--- src/rtl/swab_pkg.sv ---
// ----------------------------------------------------------------------------
// swab_pkg: shared definitions for the sliding window average buffer
// Request codes, field widths and reset defaults used by the interfaces
// and the RTL modules.
// ----------------------------------------------------------------------------
`default_nettype none

package swab_pkg;

   // field widths
   localparam int SAMPLE_W   = 32;
   localparam int REQ_TYPE_W = 3;
   localparam int CFG_W      = 5;

   // default number of sample slots
   localparam int MAX_DEPTH_DEFAULT = 16;

   // window length after reset
   localparam logic [CFG_W-1:0] WINDOW_LENGTH_RESET = 5'd16;

   // request codes
   localparam logic [REQ_TYPE_W-1:0] REQ_PUSH  = 3'd0;
   localparam logic [REQ_TYPE_W-1:0] REQ_AVG   = 3'd1;
   localparam logic [REQ_TYPE_W-1:0] REQ_CLEAR = 3'd2;
   localparam logic [REQ_TYPE_W-1:0] REQ_SIZE  = 3'd3;
   localparam logic [REQ_TYPE_W-1:0] REQ_LAST  = 3'd4;

   // response status codes
   localparam logic STATUS_OK      = 1'b0;
   localparam logic STATUS_IGNORED = 1'b1;

endpackage : swab_pkg

`default_nettype wire

--- src/rtl/swab_ifs.sv ---
// ----------------------------------------------------------------------------
// swab_ifs: channel interfaces of the sliding window average buffer
// Request, response and configuration channels, each with valid/ready.
// ----------------------------------------------------------------------------
`default_nettype none

interface swab_req_if;
   logic                                 valid;
   logic                                 ready;
   logic [swab_pkg::REQ_TYPE_W-1:0]      req_type;
   logic signed [swab_pkg::SAMPLE_W-1:0] sample_value;

   modport source (output valid, output req_type, output sample_value, input ready);
   modport sink   (input valid, input req_type, input sample_value, output ready);
endinterface : swab_req_if

interface swab_rsp_if;
   logic                                 valid;
   logic                                 ready;
   logic                                 status;
   logic signed [swab_pkg::SAMPLE_W-1:0] result_value;

   modport source (output valid, output status, output result_value, input ready);
   modport sink   (input valid, input status, input result_value, output ready);
endinterface : swab_rsp_if

interface swab_csr_if;
   logic                       valid;
   logic                       ready;
   logic [swab_pkg::CFG_W-1:0] data;

   modport source (output valid, output data, input ready);
   modport sink   (input valid, input data, output ready);
endinterface : swab_csr_if

`default_nettype wire

--- src/rtl/swab_window_mem.sv ---
// ----------------------------------------------------------------------------
// swab_window_mem: sample storage
// One write port and one read port with registered read data.
// ----------------------------------------------------------------------------
`default_nettype none

module swab_window_mem #(
   parameter int DEPTH  = swab_pkg::MAX_DEPTH_DEFAULT,
   parameter int ADDR_W = 4,
   parameter int DATA_W = swab_pkg::SAMPLE_W
) (
   input  wire logic              clock,
   input  wire logic              wr_en,
   input  wire logic [ADDR_W-1:0] wr_addr,
   input  wire logic [DATA_W-1:0] wr_data,
   input  wire logic              rd_en,
   input  wire logic [ADDR_W-1:0] rd_addr,
   output logic      [DATA_W-1:0] rd_data
);

   logic [DATA_W-1:0] mem_ff [0:DEPTH-1];
   logic [DATA_W-1:0] rd_data_ff;

   // write one sample
   always_ff @(posedge clock) begin
      if (wr_en) begin
         mem_ff[wr_addr] <= wr_data;
      end
   end

   // read one sample, registered
   always_ff @(posedge clock) begin
      if (rd_en) begin
         rd_data_ff <= mem_ff[rd_addr];
      end
   end

   assign rd_data = rd_data_ff;

endmodule : swab_window_mem

`default_nettype wire

--- src/rtl/swab_divider.sv ---
// ----------------------------------------------------------------------------
// swab_divider: serial signed-by-unsigned divider
// Restoring division, one quotient bit per cycle; quotient truncates
// toward zero. The divisor must be nonzero.
// ----------------------------------------------------------------------------
`default_nettype none

module swab_divider #(
   parameter int SUM_W = 37,
   parameter int DIV_W = 5
) (
   input  wire logic                    clock,
   input  wire logic                    reset,
   input  wire logic                    start,
   input  wire logic signed [SUM_W-1:0] dividend,
   input  wire logic        [DIV_W-1:0] divisor,
   output logic                         done,
   output logic             [SUM_W-1:0] quotient
);

   localparam int CNT_W = $clog2(SUM_W + 1);

   logic             busy_ff, busy_in;
   logic             done_ff, done_in;
   logic [CNT_W-1:0] cnt_ff, cnt_in;
   logic [DIV_W-1:0] rem_ff, rem_in;
   logic [SUM_W-1:0] quo_ff, quo_in;
   logic [DIV_W-1:0] den_ff, den_in;
   logic             neg_ff, neg_in;

   logic [DIV_W:0]   shifted;
   logic [DIV_W:0]   diff;
   logic             take;

   // trial subtract of the divisor from the shifted remainder
   assign shifted = {rem_ff, quo_ff[SUM_W-1]};
   assign diff    = shifted - {1'b0, den_ff};
   assign take    = (shifted >= {1'b0, den_ff});

   // step the division
   always_comb begin
      busy_in = busy_ff;
      done_in = 1'b0;
      cnt_in  = cnt_ff;
      rem_in  = rem_ff;
      quo_in  = quo_ff;
      den_in  = den_ff;
      neg_in  = neg_ff;
      if (start) begin
         busy_in = 1'b1;
         cnt_in  = CNT_W'(SUM_W);
         rem_in  = '0;
         quo_in  = dividend[SUM_W-1] ? ('0 - $unsigned(dividend)) : $unsigned(dividend);
         den_in  = divisor;
         neg_in  = dividend[SUM_W-1];
      end else if (busy_ff) begin
         rem_in = take ? diff[DIV_W-1:0] : shifted[DIV_W-1:0];
         quo_in = {quo_ff[SUM_W-2:0], take};
         cnt_in = cnt_ff - 1'b1;
         if (cnt_ff == CNT_W'(1)) begin
            busy_in = 1'b0;
            done_in = 1'b1;
         end
      end
   end

   always_ff @(posedge clock) begin
      if (reset) begin
         busy_ff <= 1'b0;
         done_ff <= 1'b0;
         cnt_ff  <= '0;
      end else begin
         busy_ff <= busy_in;
         done_ff <= done_in;
         cnt_ff  <= cnt_in;
      end
   end

   always_ff @(posedge clock) begin
      rem_ff <= rem_in;
      quo_ff <= quo_in;
      den_ff <= den_in;
      neg_ff <= neg_in;
   end

   // restore the sign
   assign done     = done_ff;
   assign quotient = neg_ff ? ('0 - quo_ff) : quo_ff;

endmodule : swab_divider

`default_nettype wire

--- src/rtl/sliding_window_average_buffer.sv ---
// ----------------------------------------------------------------------------
// sliding_window_average_buffer: moving average over a window of samples
// Circular sample store with push, average, clear, size and last requests.
//
//   channel   dir   fields                   moves
//   req_bus   in    req_type, sample_value   one request item
//   rsp_bus   out   status, result_value     one response item per request
//   csr_bus   in    data                     window_length write
//
// Push, clear, size and unknown requests go from idle to the done state;
// last passes through a read state first. Average makes one memory read per
// sample through the single read port, then one quotient bit per cycle in
// the serial divider. Reset is synchronous, clears the fill count and sets
// the window length back to 16; the sample store needs no clearing. A
// stalled response holds in the output register while the next request is
// taken.
// ----------------------------------------------------------------------------
`default_nettype none

module sliding_window_average_buffer #(
   parameter int MAX_DEPTH = swab_pkg::MAX_DEPTH_DEFAULT
) (
   input  wire logic  clock,
   input  wire logic  reset,
   swab_req_if.sink   req_bus,
   swab_rsp_if.source rsp_bus,
   swab_csr_if.sink   csr_bus
);

   import swab_pkg::*;

   localparam int AW    = (MAX_DEPTH > 1) ? $clog2(MAX_DEPTH) : 1;
   localparam int FW    = $clog2(MAX_DEPTH + 1);
   localparam int PW    = AW + 2;
   localparam int SUM_W = SAMPLE_W + FW;

   // sequencer states
   localparam logic [2:0] S_IDLE = 3'd0;
   localparam logic [2:0] S_SUM  = 3'd1;
   localparam logic [2:0] S_DIV  = 3'd2;
   localparam logic [2:0] S_LAST = 3'd3;
   localparam logic [2:0] S_DONE = 3'd4;

   // wrap a slot index that is below twice the depth
   function automatic logic [AW-1:0] wrap_addr(input logic [PW-1:0] v);
      logic [PW-1:0] r;
      r = (v >= PW'(MAX_DEPTH)) ? (v - PW'(MAX_DEPTH)) : v;
      return r[AW-1:0];
   endfunction

   logic [2:0]                 state_ff, state_in;
   logic [CFG_W-1:0]           wlen_ff;
   logic [AW-1:0]              head_ff, head_in;
   logic [FW-1:0]              fill_ff, fill_in;
   logic [FW-1:0]              issue_ff, issue_in;
   logic [AW-1:0]              rd_ptr_ff, rd_ptr_in;
   logic                       rd_valid_ff, rd_valid_in;
   logic signed [SUM_W-1:0]    acc_ff, acc_in;
   logic                       res_status_ff, res_status_in;
   logic [SAMPLE_W-1:0]        res_value_ff, res_value_in;
   logic                       rsp_valid_ff, rsp_valid_in;
   logic                       rsp_status_ff;
   logic [SAMPLE_W-1:0]        rsp_value_ff;

   logic                       req_fire;
   logic                       rsp_free;
   logic [FW-1:0]              len;
   logic [FW-1:0]              drop;
   logic                       wr_en;
   logic [AW-1:0]              wr_addr;
   logic                       rd_en;
   logic [AW-1:0]              rd_addr;
   logic [SAMPLE_W-1:0]        rd_data;
   logic                       div_start;
   logic                       div_done;
   logic [SUM_W-1:0]           quotient;

   // take nothing while reset is held
   assign req_bus.ready = (state_ff == S_IDLE) && !reset;
   assign csr_bus.ready = !reset;
   assign req_fire      = req_bus.valid && req_bus.ready;
   assign rsp_free      = !rsp_valid_ff || rsp_bus.ready;

   // clamp the window length to 1..MAX_DEPTH
   always_comb begin
      if (wlen_ff == '0) begin
         len = FW'(1);
      end else if (32'(wlen_ff) > 32'(MAX_DEPTH)) begin
         len = FW'(MAX_DEPTH);
      end else begin
         len = FW'(wlen_ff);
      end
   end

   assign drop = fill_ff - len + FW'(1);

   // sequencer
   always_comb begin
      state_in      = state_ff;
      head_in       = head_ff;
      fill_in       = fill_ff;
      issue_in      = issue_ff;
      rd_ptr_in     = rd_ptr_ff;
      acc_in        = acc_ff;
      res_status_in = res_status_ff;
      res_value_in  = res_value_ff;
      wr_en         = 1'b0;
      wr_addr       = wrap_addr(PW'(head_ff) + PW'(fill_ff));
      rd_en         = 1'b0;
      rd_addr       = rd_ptr_ff;
      div_start     = 1'b0;
      rd_valid_in   = 1'b0;
      unique case (state_ff)
         S_IDLE: begin
            if (req_fire) begin
               res_status_in = STATUS_OK;
               res_value_in  = '0;
               state_in      = S_DONE;
               unique case (req_bus.req_type)
                  REQ_PUSH: begin
                     wr_en = 1'b1;
                     if (fill_ff < len) begin
                        fill_in = fill_ff + FW'(1);
                     end else begin
                        head_in = wrap_addr(PW'(head_ff) + PW'(drop));
                        fill_in = len;
                     end
                  end
                  REQ_AVG: begin
                     if (fill_ff == '0) begin
                        res_status_in = STATUS_IGNORED;
                     end else begin
                        acc_in    = '0;
                        issue_in  = '0;
                        rd_ptr_in = head_ff;
                        state_in  = S_SUM;
                     end
                  end
                  REQ_CLEAR: begin
                     fill_in = '0;
                  end
                  REQ_SIZE: begin
                     res_value_in = SAMPLE_W'(fill_ff);
                  end
                  REQ_LAST: begin
                     if (fill_ff == '0) begin
                        res_status_in = STATUS_IGNORED;
                     end else begin
                        rd_en    = 1'b1;
                        rd_addr  = wrap_addr(PW'(head_ff) + PW'(fill_ff) - PW'(1));
                        state_in = S_LAST;
                     end
                  end
                  default: begin
                  end
               endcase
            end
         end
         S_SUM: begin
            // issue one read per cycle, add each sample as it returns
            if (issue_ff != fill_ff) begin
               rd_en       = 1'b1;
               rd_addr     = rd_ptr_ff;
               rd_ptr_in   = wrap_addr(PW'(rd_ptr_ff) + PW'(1));
               issue_in    = issue_ff + FW'(1);
               rd_valid_in = 1'b1;
            end
            if (rd_valid_ff) begin
               acc_in = acc_ff + SUM_W'(signed'(rd_data));
            end
            if ((issue_ff == fill_ff) && !rd_valid_ff) begin
               div_start = 1'b1;
               state_in  = S_DIV;
            end
         end
         S_DIV: begin
            if (div_done) begin
               res_value_in = quotient[SAMPLE_W-1:0];
               state_in     = S_DONE;
            end
         end
         S_LAST: begin
            res_value_in = rd_data;
            state_in     = S_DONE;
         end
         S_DONE: begin
            if (rsp_free) begin
               state_in = S_IDLE;
            end
         end
         default: begin
            state_in = S_IDLE;
         end
      endcase
   end

   // hand the result to the output register once it is free
   always_comb begin
      rsp_valid_in = rsp_valid_ff;
      if ((state_ff == S_DONE) && rsp_free) begin
         rsp_valid_in = 1'b1;
      end else if (rsp_bus.ready) begin
         rsp_valid_in = 1'b0;
      end
   end

   always_ff @(posedge clock) begin
      if (reset) begin
         state_ff     <= S_IDLE;
         wlen_ff      <= WINDOW_LENGTH_RESET;
         head_ff      <= '0;
         fill_ff      <= '0;
         issue_ff     <= '0;
         rd_valid_ff  <= 1'b0;
         rsp_valid_ff <= 1'b0;
      end else begin
         state_ff     <= state_in;
         head_ff      <= head_in;
         fill_ff      <= fill_in;
         issue_ff     <= issue_in;
         rd_valid_ff  <= rd_valid_in;
         rsp_valid_ff <= rsp_valid_in;
         if (csr_bus.valid && csr_bus.ready) begin
            wlen_ff <= csr_bus.data;
         end
      end
   end

   // payload registers
   always_ff @(posedge clock) begin
      rd_ptr_ff     <= rd_ptr_in;
      acc_ff        <= acc_in;
      res_status_ff <= res_status_in;
      res_value_ff  <= res_value_in;
      if ((state_ff == S_DONE) && rsp_free) begin
         rsp_status_ff <= res_status_ff;
         rsp_value_ff  <= res_value_ff;
      end
   end

   assign rsp_bus.valid        = rsp_valid_ff;
   assign rsp_bus.status       = rsp_status_ff;
   assign rsp_bus.result_value = rsp_value_ff;

   swab_window_mem #(
      .DEPTH  (MAX_DEPTH),
      .ADDR_W (AW),
      .DATA_W (SAMPLE_W)
   ) u_mem (
      .clock   (clock),
      .wr_en   (wr_en),
      .wr_addr (wr_addr),
      .wr_data (req_bus.sample_value),
      .rd_en   (rd_en),
      .rd_addr (rd_addr),
      .rd_data (rd_data)
   );

   swab_divider #(
      .SUM_W (SUM_W),
      .DIV_W (FW)
   ) u_div (
      .clock    (clock),
      .reset    (reset),
      .start    (div_start),
      .dividend (acc_ff),
      .divisor  (fill_ff),
      .done     (div_done),
      .quotient (quotient)
   );

endmodule : sliding_window_average_buffer

`default_nettype wire

--- src/flat_wrapper.sv ---
// flat-port wrapper written by rule: the top's interface ports become plain ports
module sliding_window_average_buffer_flat import swab_pkg::*;
#(
   parameter int MAX_DEPTH = swab_pkg::MAX_DEPTH_DEFAULT
)
  (clock, reset, req_bus_valid, req_bus_req_type, req_bus_sample_value, req_bus_ready, rsp_bus_valid, rsp_bus_status, rsp_bus_result_value, rsp_bus_ready, csr_bus_valid, csr_bus_data, csr_bus_ready);
  swab_req_if req_bus_i ();
  swab_rsp_if rsp_bus_i ();
  swab_csr_if csr_bus_i ();
  input  wire logic clock;
  input  wire logic reset;
  input wire logic [$bits(req_bus_i.valid)-1:0] req_bus_valid;
  input wire logic [$bits(req_bus_i.req_type)-1:0] req_bus_req_type;
  input wire logic [$bits(req_bus_i.sample_value)-1:0] req_bus_sample_value;
  output wire logic [$bits(req_bus_i.ready)-1:0] req_bus_ready;
  output wire logic [$bits(rsp_bus_i.valid)-1:0] rsp_bus_valid;
  output wire logic [$bits(rsp_bus_i.status)-1:0] rsp_bus_status;
  output wire logic [$bits(rsp_bus_i.result_value)-1:0] rsp_bus_result_value;
  input wire logic [$bits(rsp_bus_i.ready)-1:0] rsp_bus_ready;
  input wire logic [$bits(csr_bus_i.valid)-1:0] csr_bus_valid;
  input wire logic [$bits(csr_bus_i.data)-1:0] csr_bus_data;
  output wire logic [$bits(csr_bus_i.ready)-1:0] csr_bus_ready;
  assign req_bus_i.valid = req_bus_valid;
  assign req_bus_i.req_type = req_bus_req_type;
  assign req_bus_i.sample_value = req_bus_sample_value;
  assign req_bus_ready = req_bus_i.ready;
  assign rsp_bus_valid = rsp_bus_i.valid;
  assign rsp_bus_status = rsp_bus_i.status;
  assign rsp_bus_result_value = rsp_bus_i.result_value;
  assign rsp_bus_i.ready = rsp_bus_ready;
  assign csr_bus_i.valid = csr_bus_valid;
  assign csr_bus_i.data = csr_bus_data;
  assign csr_bus_ready = csr_bus_i.ready;
  sliding_window_average_buffer #(.MAX_DEPTH(MAX_DEPTH)) u_core (.clock(clock), .reset(reset), .req_bus(req_bus_i), .rsp_bus(rsp_bus_i), .csr_bus(csr_bus_i));
endmodule
--- config.mk ---
export PLATFORM = sky130hd
export DESIGN_NAME = sliding_window_average_buffer_flat
export DESIGN_NICKNAME = d
export VERILOG_FILES = /design/src/rtl/swab_pkg.sv /design/src/rtl/swab_ifs.sv /design/src/rtl/swab_window_mem.sv /design/src/rtl/swab_divider.sv /design/src/rtl/sliding_window_average_buffer.sv /design/src/flat_wrapper.sv
export SDC_FILE = /design/constraint.sdc
export NUM_CORES = 1
export LEC_CHECK = 0
export ABC_AREA = 1
export CORE_ASPECT_RATIO = 1.5
export CORE_MARGIN = 4
export CORE_UTILIZATION = 50
export CTS_CLUSTER_SIZE = 30
export DETAILED_ROUTE_END_ITERATION = 7
export DONT_BUFFER_PORTS = 1
export GPL_TIMING_DRIVEN = 0
export PLACE_DENSITY_LB_ADDON = 0.05
export SETUP_SLACK_MARGIN = 0.15
export SLEW_MARGIN = 10
export SYNTH_ARGS = -nofsm -noshare
export SYNTH_HDL_FRONTEND = slang
export SYNTH_SLANG_ARGS = --single-unit
--- constraint.sdc ---
create_clock -name clock -period 4 [get_ports clock]
set_input_delay 0 -clock clock [delete_from_list [all_inputs] [get_ports clock]]
set_output_delay 0 -clock clock [all_outputs]
set_load 0.05 [all_outputs]
# After elaboration in Yosys (flattened, before gate mapping)
# Memory sizes are Yosys's and may differ from the RTL's. A register that Yosys moved wholly into a read port is not among the register bits.
# Cells that the tools add are included.
# word_totals
reg_bits	187
mem_bits_rw	512
input_bits	45
out_inout_bits	36
wordCells	162
n_memories	1
# memory_table
name	words	word_bits	read_ports	rd_clocked_by_memory_dff	write_ports	line_no	rtl
u_core.u_mem.mem_ff	16	32	1	1	1	swab_window_mem.sv:21	logic [DATA_W-1:0] mem_ff [0:DEPTH-1];
# classes
n_addsub	17
n_lt_le_gt_ge	7
eq_ne	19
muxes	65
n_bitwise	3
n_reduce_logical	29
# op_table
operator	n
two-way mux 37 bit	7
two-way mux 32 bit	3
one-hot mux 32 bit (3 select lines)	1
one-hot mux 37 bit (2 select lines)	1
two-way mux 4 bit	12
two-way mux 5 bit	9
adder 37 x 32 -> 37 bit	1
subtractor 1 x 37 -> 37 bit (first input constant)	1
subtractor 1 x 32 -> 32 bit (first input constant)	1
one-hot mux 5 bit (2 select lines)	2
greater-or-equal comparator 6 x 5 -> 1 bit (second input constant)	3
two-way mux 1 bit	18
two-way mux 3 bit	6
subtractor 4 x 1 -> 4 bit (second input constant)	4
adder 5 x 1 -> 5 bit (second input constant)	3
one-hot mux 3 bit (5 select lines)	1
adder 4 x 5 -> 6 bit	2
== test 3 x 2 -> 1 bit (second input constant)	4
two-way mux 6 bit	2
subtractor 6 x 1 -> 6 bit (second input constant)	2
zero test 5 bit	2
inequality test 2 x 1 -> 1 bit (second input constant)	5
AND reduction 5 bit	2
subtractor 5 bit	2
other kinds (26)	46

# Depth between registers and ports, before layout
# Gate-level depths: netlist of the first run.
# depth
depth_word	8
mapped_depth	15
ltp_nobuf	15

# Modules after synthesis
# A second synthesis of the first run with hierarchy kept.
# hier_totals
hier_cells	3850
area_unflattened_um2	36040.8
# modules_own_cells
mod	n_inst	cells_each	area_each_um2	seq_area_each_um2
swab_window_mem	1	2120	23064.6	16335.7
sliding_window_average_buffer	1	1025	8234.1	3693.5
swab_divider	1	705	4742.0	1551.5

# Worst setup path after synthesis of the first run
# OpenSTA, ideal clock, no wires.
# synth_path
path_kind	flip-flop to flip-flop
start	register u_core.state_ff[1]
end	register u_core.res_value_ff[0], enable pin
setup_time_ns	0.470
arrival_ns	3.260
required_time_ns	3.530
setup_slack_ns	0.270
path_stages_with_launch	6
path_buffers	0
period_less_slack_ns	3.730
cell_sequence	dfxtp_1 > nor2_2 > nand3_1 > nor2_4 > nor2_1 > a211oi_1
# synth_between
elab_chain_cells	5
word_cells_on_any_way	9
classes_between	eq/ne (4); reduce/logical (5)
# synth_rtl
element	line_no	rtl
start: declaration	sliding_window_average_buffer.sv:51	logic [2:0] state_ff, state_in;
start signal: assignment	sliding_window_average_buffer.sv:217	state_ff <= state_in;
zero test 3 bit	sliding_window_average_buffer.sv:79, sliding_window_average_buffer.sv:113	
logical AND 1 bit	sliding_window_average_buffer.sv:79	assign req_bus.ready = (state_ff == S_IDLE) && !reset;
logical AND 1 bit	sliding_window_average_buffer.sv:81	assign req_fire = req_bus.valid && req_bus.ready;
inequality test 2 x 1 -> 1 bit (no line)	n/a	
AND reduction 3 bit (no line) *	n/a	
end signal: assignment	sliding_window_average_buffer.sv:234	res_value_ff <= res_value_in;
end: declaration	sliding_window_average_buffer.sv:60	logic [SAMPLE_W-1:0] res_value_ff, res_value_in;
# Every way passes the cells marked *; elsewhere a longest branch is shown, timed or not.
# A chain may end at the register's enable or synchronous reset.

# Worst setup path in the final report of the first run
# layout_path
start	register u_core.fill_ff[1]
end	register u_core.u_mem.rd_data_ff[15] (netlist: u_core.u_mem.rd_data[15]), read port of u_core.u_mem.mem_ff (data pin)
# layout_between
elab_chain_cells	8
word_cells_on_any_way	16
classes_between	add/sub (3); order compare (1); eq/ne (1); mux (10); reduce/logical (1)
# layout_rtl
element	line_no	rtl
start: declaration	sliding_window_average_buffer.sv:54	logic [FW-1:0] fill_ff, fill_in;
start signal: assignment	sliding_window_average_buffer.sv:219	fill_ff <= fill_in;
adder 4 x 5 -> 6 bit	sliding_window_average_buffer.sv:150	rd_addr = wrap_addr(PW'(head_ff) + PW'(fill_ff) - PW'(1));
subtractor 6 x 1 -> 6 bit	sliding_window_average_buffer.sv:150	
greater-or-equal comparator 6 x 5 -> 1 bit / subtractor 4 x 1 -> 4 bit (equally long branches)	sliding_window_average_buffer.sv:47	r = (v >= PW'(MAX_DEPTH)) ? (v - PW'(MAX_DEPTH)) : v;
two-way mux 4 bit	sliding_window_average_buffer.sv:47	
two-way mux 4 bit	sliding_window_average_buffer.sv:146	if (fill_ff == '0) begin
two-way mux 4 bit	sliding_window_average_buffer.sv:119	unique case (req_bus.req_type)
two-way mux 4 bit	sliding_window_average_buffer.sv:115	if (req_fire) begin
two-way mux 4 bit	n/a	
end: declaration	swab_window_mem.sv:22	logic [DATA_W-1:0] rd_data_ff;
# Several ways; a longest one is shown, not always the timed one.

==> impl_results.rst, run 1 <==
.. list-table::
   :header-rows: 1

   * - Metric
     - Value
   * - Top cell type's share of synthesized area
     - 58.4%
   * - Clock root buffer
     - sky130_fd_sc_hd__clkbuf_16
   * - GRT Resource Usage Total
     - 30.0%
   * - Worst VDD drop
     - 387 uV
   * - Worst reg2reg path depth
     - 12
   * - Source of the worst register-to-register timing path
     - u_core.fill_ff[1]$_SDFFE_PP0P_
   * - Initial DRC Count
     - 2,436
   * - Post-layout instance area
     - 0.0407 mm2
   * - Netlist area before placement
     - 0.0357 mm2
   * - # placed instances
     - 4,631
   * - Y dimension of the die
     - 335 um
   * - Synthesized area divided by synthesized cell count
     - 9.64 um2
   * - Sequential fraction of the synthesis area
     - 60.5%
   * - Total area of multi-input combinational cells
     - 0.0113 mm2
   * - Overflow after GRT
     - 0
   * - Layout cells sized above 1
     - 7.18%
   * - Number of antenna violations at the first check in global routing
     - 1
   * - Max capacitance violation total
     - 0
   * - Status
     - complete, no violations
   * - Leakage power summed over all cells
     - 16.7 nW
   * - Final net count
     - 3,989
   * - Endpoint type of the worst setup path
     - flip-flop
   * - Clock-pin slew of the registers on the worst-case setup and hold paths
     - 0.06 ns
   * - Core Area
     - 0.0704 mm2
   * - Minimum period implied by the final worst setup slack
     - 3.80 ns
   * - Post-synth ARST share
     - 0%
   * - Clock sink count
     - 731
   * - Post-Syn Nets
     - 3,818
   * - Initial Utilization
     - 50.6%
   * - Maximum buffer depth of the clock tree
     - 3
   * - Pins Over Slew Limit
     - 0
   * - Required time reported for the critical path endpoint
     - 4.46 ns
   * - Sequential cell area
     - 0.0216 mm2
   * - Synthesis Warnings
     - 0
   * - Skew-Pair Late Insertion Delay
     - 0.65 ns
   * - Count of flip-flops with a built-in enable after synthesis
     - 694
   * - Worst rel slew slack
     - 20.8%
   * - Unrepaired setup endpoints after global routing
     - false
   * - Largest net degree at the start of global routing
     - 36
   * - Most numerous cell in the Yosys netlist
     - sky130_fd_sc_hd__nand2_1
   * - Origin of the worst setup path
     - u_core.fill_ff[1]$_SDFFE_PP0P_
   * - Width of the die
     - 226 um
   * - Global-route wire length before repair
     - 168,000 um
   * - Number of optimization iterations in the first detailed-route pass
     - 6
   * - Final worst clock skew
     - 0.0241 ns
   * - Power per cell area
     - 547 mW/mm2
   * - CTS tree
     - yes
   * - Top cell type by total area after synthesis
     - sky130_fd_sc_hd__edfxtp_1
   * - Arrival time worst endpoint
     - 4.26 ns
   * - Number of fill cells
     - 6,046
   * - Weighted congestion reported at the end of routability-driven placement
     - 0.968
   * - Buffers added on ports
     - 0
   * - Residual DRC count
     - 0
   * - Final setup viols
     - 0
   * - Biggest fanout along the worst timing path
     - 10
   * - Detailed-route wire length per cell
     - 23.7 um
   * - Layout overhead on the synthesized area
     - 14.0%
   * - Main flop type after synthesis
     - sky130_fd_sc_hd__edfxtp_1
   * - Post-Layout Cell Count
     - 4,837
   * - Count of distinct cell types in the synthesized netlist
     - 45
   * - Maximum level of the CTS H-tree
     - 3
   * - Most area-consuming cells after synthesis
     - sky130_fd_sc_hd__edfxtp_1, sky130_fd_sc_hd__nand3_1, sky130_fd_sc_hd__nand2_1
   * - Setup slack of the worst register-to-register path
     - 0.20 ns
   * - Via/cell ratio
     - 5.55
   * - Endpoint of the most critical register-to-register path
     - u_core.u_mem.rd_data[15]$_DFFE_PP_
   * - Area of the die
     - 0.0757 mm2
   * - Startpoint-to-endpoint class of the critical path
     - flip-flop to flip-flop
   * - Startpoint type of the worst setup path
     - flip-flop
   * - Number of hold-slack violations in the final timing report
     - 0
   * - FP Rows
     - 119
   * - Critical path destination
     - u_core.u_mem.rd_data[15]$_DFFE_PP_
   * - Maximum frequency from static timing analysis
     - 263 MHz
   * - Top cells by instance count after synthesis
     - sky130_fd_sc_hd__nand2_1, sky130_fd_sc_hd__edfxtp_1, sky130_fd_sc_hd__nand3_1
   * - Detailed Place HPWL
     - 84,200 um
   * - Clock buffer count from CTS
     - 74
   * - Vias in the first global route
     - 26,940
   * - Antenna Nets Post-Route
     - 0
   * - Slew of the pin with the lowest slew margin
     - 1.19 ns
   * - Cell area after placement
     - 0.0374 mm2
   * - Period Utilization, post-route
     - 94.9%
   * - Total Power
     - 22.2 mW
   * - #FFs+latches synth
     - 731
   * - Cells after synthesis
     - 3,701
   * - Ports placed on the boundary
     - 81
   * - Total number of vias
     - 26,842
   * - Sum of routed wire length over all layers
     - 115,000 um
   * - Classification of the worst-slack hold path
     - primary input to flip-flop
worst max-delay path: stages (launching register included):
cell                       delay (ns)
sky130_fd_sc_hd__dfxtp_1         0.59
sky130_fd_sc_hd__inv_1           0.24
sky130_fd_sc_hd__ha_1            0.23
sky130_fd_sc_hd__nand2_1         0.10
sky130_fd_sc_hd__nor2_4          0.07
sky130_fd_sc_hd__nor2_8          0.15
sky130_fd_sc_hd__nand2_4         0.11
sky130_fd_sc_hd__inv_2           0.12
sky130_fd_sc_hd__or2_1           0.13
sky130_fd_sc_hd__a21boi_1        0.83
sky130_fd_sc_hd__buf_2           0.48
sky130_fd_sc_hd__nand3_1         0.29
sky130_fd_sc_hd__nand2_1         0.24
cell type report:
type	count	share of cell area [%]
antenna	1	0.00616
multi-input combinational	2229	27.8
inverter	590	5.45
clock inverter	51	1.29
clock buffer	82	4.89
tap	907	2.79
buffer	151	1.78
sequential	731	53.1
timing repair buffer	95	2.94
placed cells by master, fill, tap and decap left out, types with 3 or more instances in the layout:
cell type                       Yosys  layout
sky130_fd_sc_hd__nand2_1          779     777
sky130_fd_sc_hd__edfxtp_1         694     694
sky130_fd_sc_hd__nand3_1          616     616
sky130_fd_sc_hd__inv_1            586     586
sky130_fd_sc_hd__nor2_1           221     204
sky130_fd_sc_hd__o21ai_0          129     129
sky130_fd_sc_hd__a21oi_1          126     126
sky130_fd_sc_hd__nand3b_1         104     104
sky130_fd_sc_hd__clkbuf_16          0      79
sky130_fd_sc_hd__ha_1              67      67
sky130_fd_sc_hd__clkbuf_1          60      61
sky130_fd_sc_hd__buf_2             59      59
sky130_fd_sc_hd__dlygate4sd3_1      0      52
sky130_fd_sc_hd__buf_4             21      38
sky130_fd_sc_hd__dfxtp_1           37      37
sky130_fd_sc_hd__nor3_1            33      33
sky130_fd_sc_hd__xor2_1            29      29
sky130_fd_sc_hd__nor2_4             2      19
sky130_fd_sc_hd__buf_12             0      19
sky130_fd_sc_hd__o21a_1            18      17
sky130_fd_sc_hd__clkinv_1           0      16
sky130_fd_sc_hd__xnor2_1           15      15
sky130_fd_sc_hd__nand4_1           15      15
sky130_fd_sc_hd__clkinv_2           0      14
sky130_fd_sc_hd__buf_1             11      11
sky130_fd_sc_hd__o211ai_1           9       9
sky130_fd_sc_hd__bufinv_16          0       9
sky130_fd_sc_hd__a31oi_1            7       7
sky130_fd_sc_hd__or2_2              7       7
sky130_fd_sc_hd__o31ai_1            6       6
sky130_fd_sc_hd__o21bai_1           6       6
sky130_fd_sc_hd__clkinvlp_4         0       6
sky130_fd_sc_hd__nand2_2            3       5
sky130_fd_sc_hd__nor4_1             5       5
sky130_fd_sc_hd__fa_1               5       5
sky130_fd_sc_hd__buf_16             0       5
sky130_fd_sc_hd__inv_2              4       4
sky130_fd_sc_hd__o21ai_1            3       3
sky130_fd_sc_hd__a22oi_1            3       3
sky130_fd_sc_hd__a21o_1             3       3
power by group:
part,switching [mW],internal [mW]
sequential,0.860,9.42
combinational,3.37,1.32
clock,3.08,4.18
total,7.31,14.9
layer usage:
metal	up-vias	GRT usage (%)	part of all wire [%]
li1	12769	-	-
met1	12688	32.7	35
met2	1049	54.7	52
met3	336	3.81	5.3
met4	0	19.3	7.5
met5	-	0	0
logic make-up after synthesis:
family	count (synthesis)	synth area share, %
adders and majority gates	72	2.63
xor gates and xnor gates	44	1.08
and+or+nand+nor	1797	22.7
AOI/OAI and AO/OA	316	4.82
DFF	731	60.5
buffers and inverters	741	8.23
state kept, by name (all words and copies together) (netlist names), 3 cells and up:
signal,cells
u_core.u_div.den_ff,5
u_core.u_div.rem_ff,5
u_core.u_mem.mem_ff,512
u_core.fill_ff,5
u_core.rd_ptr_ff,4
u_core.rsp_bus.result_value,32
u_core.u_div.quo_ff,37
u_core.acc_ff,37
u_core.u_mem.rd_data,32
u_core.state_ff,3
u_core.head_ff,4
u_core.issue_ff,5
u_core.u_div.cnt_ff,6
u_core.res_value_ff,32
u_core.wlen_ff,5
how the worst min path moves through the flow:
stage	startpoint	endpoint	slack [ns]	depth (start not counted)
after floorplan	req_bus_sample_value[0]	u_core.u_mem.mem_ff[0][0]$_DFFE_PP_	0.1	0
after global placement	req_bus_sample_value[20]	u_core.u_mem.mem_ff[6][20]$_DFFE_PP_	0.1	0
after detailed placement	req_bus_sample_value[20]	u_core.u_mem.mem_ff[5][20]$_DFFE_PP_	0.1	0
after CTS	rsp_bus_ready	u_core.rsp_bus.valid$_SDFFE_PP0P_	0.12	4
after global routing	rsp_bus_ready	u_core.rsp_bus.valid$_SDFFE_PP0P_	0.16	4
final	rsp_bus_ready	u_core.rsp_bus.valid$_SDFFE_PP0P_	0.15	4
per-stage QoR:
step	hold slack (ns)	TNS, ns	worst slack [ns]	util [%]
finish	0.153	0	0.204	57.7
global route	0.163	0	0.152	57.7
CTS	0.116	0	0.197	57.5
detailed placement	0.0997	0	0.203	53.1
global placement	0.0997	-608.42	-1.57	52.2
floorplan	0.0989	0	0.270	-
timing repair:
item / 4_1_cts / 5_1_grt
hold buffers: 52 / 0
endpoints found under the hold margin: 572 / 0
setup buffers: 0 / 20
setup endpoints to repair: 1 / 99
gates resized for setup: 1 / 2
pin swaps: 0 / 7
Power figures use the tool's default switching activity.
==> inputs of run 2 (changes only) <==
--- a/config.mk
+++ b/config.mk
@@ -7,7 +7,7 @@
 export LEC_CHECK = 0
 export ABC_AREA = 1
 export CORE_ASPECT_RATIO = 1.5
-export CORE_MARGIN = 4
+export CORE_MARGIN = 3
 export CORE_UTILIZATION = 50
 export CTS_CLUSTER_SIZE = 30
 export DETAILED_ROUTE_END_ITERATION = 7
==> impl_results.rst, run 2 (synthesized netlist as in run 1, its figures left out) <==
.. list-table::
   :header-rows: 1

   * - Metric
     - Value
   * - Global-route wire length before repair
     - 167,000 um
   * - Startpoint type of the worst setup path
     - flip-flop
   * - FP Rows
     - 119
   * - Period Utilization, post-route
     - 91.8%
   * - Largest net degree at the start of global routing
     - 36
   * - Maximum frequency from static timing analysis
     - 272 MHz
   * - Sum of routed wire length over all layers
     - 114,000 um
   * - Detailed Place HPWL
     - 83,000 um
   * - Ports placed on the boundary
     - 81
   * - Leakage power summed over all cells
     - 16.6 nW
   * - Layout cells sized above 1
     - 6.94%
   * - Clock buffer count from CTS
     - 73
   * - Initial Utilization
     - 50.6%
   * - Origin of the worst setup path
     - u_core.fill_ff[1]$_SDFFE_PP0P_
   * - Area of the die
     - 0.0746 mm2
   * - Y dimension of the die
     - 333 um
   * - Maximum level of the CTS H-tree
     - 3
   * - Number of antenna violations at the first check in global routing
     - 1
   * - Setup ws final
     - 0.328 ns
   * - # placed instances
     - 4,629
   * - Required time reported for the critical path endpoint
     - 4.36 ns
   * - Startpoint-to-endpoint class of the critical path
     - flip-flop to flip-flop
   * - Worst rel slew slack
     - 24.6%
   * - Pins Over Slew Limit
     - 0
   * - Post-layout instance area
     - 0.0405 mm2
   * - Endpoint type of the worst setup path
     - flip-flop
   * - Worst VDD drop
     - 435 uV
   * - Most common cell after layout, fill and taps aside
     - sky130_fd_sc_hd__nand2_1
   * - Commonest non-fill, non-tap cells in the layout
     - sky130_fd_sc_hd__nand2_1, sky130_fd_sc_hd__edfxtp_1, sky130_fd_sc_hd__nand3_1
   * - Core Area
     - 0.0704 mm2
   * - Number of optimization iterations in the first detailed-route pass
     - 6
   * - Residual DRC count
     - 0
   * - Number of flip-flops under the largest register name
     - 512
   * - Width of the die
     - 224 um
   * - GRT Resource Usage Total
     - 30.4%
   * - Clock sink count
     - 731
   * - Maximum buffer depth of the clock tree
     - 3
   * - Reg with most FFs
     - u_core.u_mem.mem_ff
   * - Biggest fanout along the worst timing path
     - 10
   * - Weighted congestion reported at the end of routability-driven placement
     - 0.940
   * - Clock root buffer
     - sky130_fd_sc_hd__clkbuf_16
   * - Worst slack at placement
     - 0.196 ns
   * - Antenna Nets Post-Route
     - 0
   * - Minimum period implied by the final worst setup slack
     - 3.67 ns
   * - Via/cell ratio
     - 5.58
   * - Unrepaired setup endpoints after global routing
     - false
   * - Vias in the first global route
     - 26,930
   * - Arrival time worst endpoint
     - 4.04 ns
   * - Total negative setup slack
     - 0 ns
   * - Number of hold-slack violations in the final timing report
     - 0
   * - Classification of the worst-slack hold path
     - primary input to flip-flop
   * - Buffers added on ports
     - 0
   * - Final net count
     - 3,995
   * - Final worst clock skew
     - 0.0205 ns
   * - Source of the worst register-to-register timing path
     - u_core.fill_ff[1]$_SDFFE_PP0P_
   * - Registers with the most flip-flops
     - u_core.u_mem.mem_ff: 512 flops, u_core.acc_ff: 37 flops, u_core.u_div.quo_ff: 37 flops
   * - Clock-pin slew of the registers on the worst-case setup and hold paths
     - 0.07 ns
   * - Detailed-route wire length per cell
     - 23.6 um
   * - Total number of vias
     - 27,039
   * - Cell area after placement
     - 0.0374 mm2
   * - Slew of the pin with the lowest slew margin
     - 1.13 ns
   * - Initial DRC Count
     - 2,365
   * - Overflow after GRT
     - 0
   * - Final setup viols
     - 0
   * - Status
     - complete, no violations
   * - Layout overhead on the synthesized area
     - 13.5%
   * - Max capacitance violation total
     - 0
   * - Hold wc startpoint
     - rsp_bus_ready
   * - Post-Layout Cell Count
     - 4,842
   * - CTS tree
     - yes
   * - Power per cell area
     - 536 mW/mm2
   * - Skew-Pair Late Insertion Delay
     - 0.64 ns
==> run 2: cell count changes in the layout (fill, tap and decap cells not counted), moves of 3 or more <==
| cell | change |
|---|---|
| sky130_fd_sc_hd__buf_12 | +4 |
| sky130_fd_sc_hd__bufinv_16 | -5 |
| sky130_fd_sc_hd__buf_4 | +5 |
| sky130_fd_sc_hd__clkbuf_8 | +3 |
| sky130_fd_sc_hd__clkbuf_16 | -4 |
| sky130_fd_sc_hd__clkinv_1 | +3 |
| sky130_fd_sc_hd__clkinvlp_4 | -5 |
| sky130_fd_sc_hd__buf_16 | -4 |
| sky130_fd_sc_hd__clkbuf_1 | +9 |
==> run 2: layout make-up <==
cell class                      count  area, um2
Antenna cell                        1       2.50
Buffer                            151        722
Clock buffer                       90       1960
Clock inverter                     41        337
Fill cell                        6023      30000
Inverter                          590       2210
Multi-Input combinational cell   2229      11300
Sequential cell                   731      21600
Tap cell                          907       1130
Timing Repair Buffer              102       1220
==> run 2: what timing repair did <==
action,4_1_cts,5_1_grt
endpoints found under the setup margin,0,110
endpoints found under the hold margin,571,0
resized for setup,0,5
hold buffers,54,0
buffers inserted,0,27
==> run 2: worst paths after layout <==
path	slack, ns	endpoint	depth (start not counted)
max reg2reg	0.33	u_core.u_mem.rd_data[23]$_DFFE_PP_	13
min	0.17	u_core.rsp_bus.valid$_SDFFE_PP0P_	4
max	0.33	u_core.u_mem.rd_data[23]$_DFFE_PP_	13
min reg2reg	0.41	u_core.rsp_bus.result_value[14]$_DFFE_PP_	0
==> run 2: power by group <==
part,total [mW],internal (mW),switching [mW]
Combinational,4.67,1.32,3.35
Sequential,10.3,9.42,0.859
Clock,6.75,3.77,2.98
Total,21.7,14.5,7.19
==> run 2: metal layers <==
metal	vias up	routed length [um]	global-route usage, %
met2	1038	60700	56.7
met3	324	5930	3.79
li1	12773	-	-
met1	12904	39700	32.7
met5	-	0	0
met4	0	7770	18.3
==> run 2: critical path, cell delays in order (launching register included) <==
cell and delay, ns:
sky130_fd_sc_hd__dfxtp_1 0.58, sky130_fd_sc_hd__inv_1 0.24, sky130_fd_sc_hd__ha_1 0.23, sky130_fd_sc_hd__nand2_1 0.10, sky130_fd_sc_hd__nor2_4 0.07, sky130_fd_sc_hd__nor2_8 0.14, sky130_fd_sc_hd__nand3_2 0.40, sky130_fd_sc_hd__nand2_2 0.32
sky130_fd_sc_hd__clkbuf_1 0.70, sky130_fd_sc_hd__nand2_1 0.13, sky130_fd_sc_hd__nand3_1 0.13, sky130_fd_sc_hd__nand3_1 0.10, sky130_fd_sc_hd__nand3_1 0.11, sky130_fd_sc_hd__nand2_1 0.13
==> run 2: stage by stage <==
| step | hold slack (ns) | total power [mW] | util (%) |
|---|---|---|---|
| floorplan | 0.0989 | 13.2 | - |
| global placement | 0.0996 | 14.7 | 52.2 |
| detailed placement | 0.0995 | 15.0 | 53.0 |
| CTS | 0.142 | 21.8 | 57.1 |
| global route | 0.183 | 22.6 | 57.5 |
| finish | 0.170 | 21.7 | 57.5 |
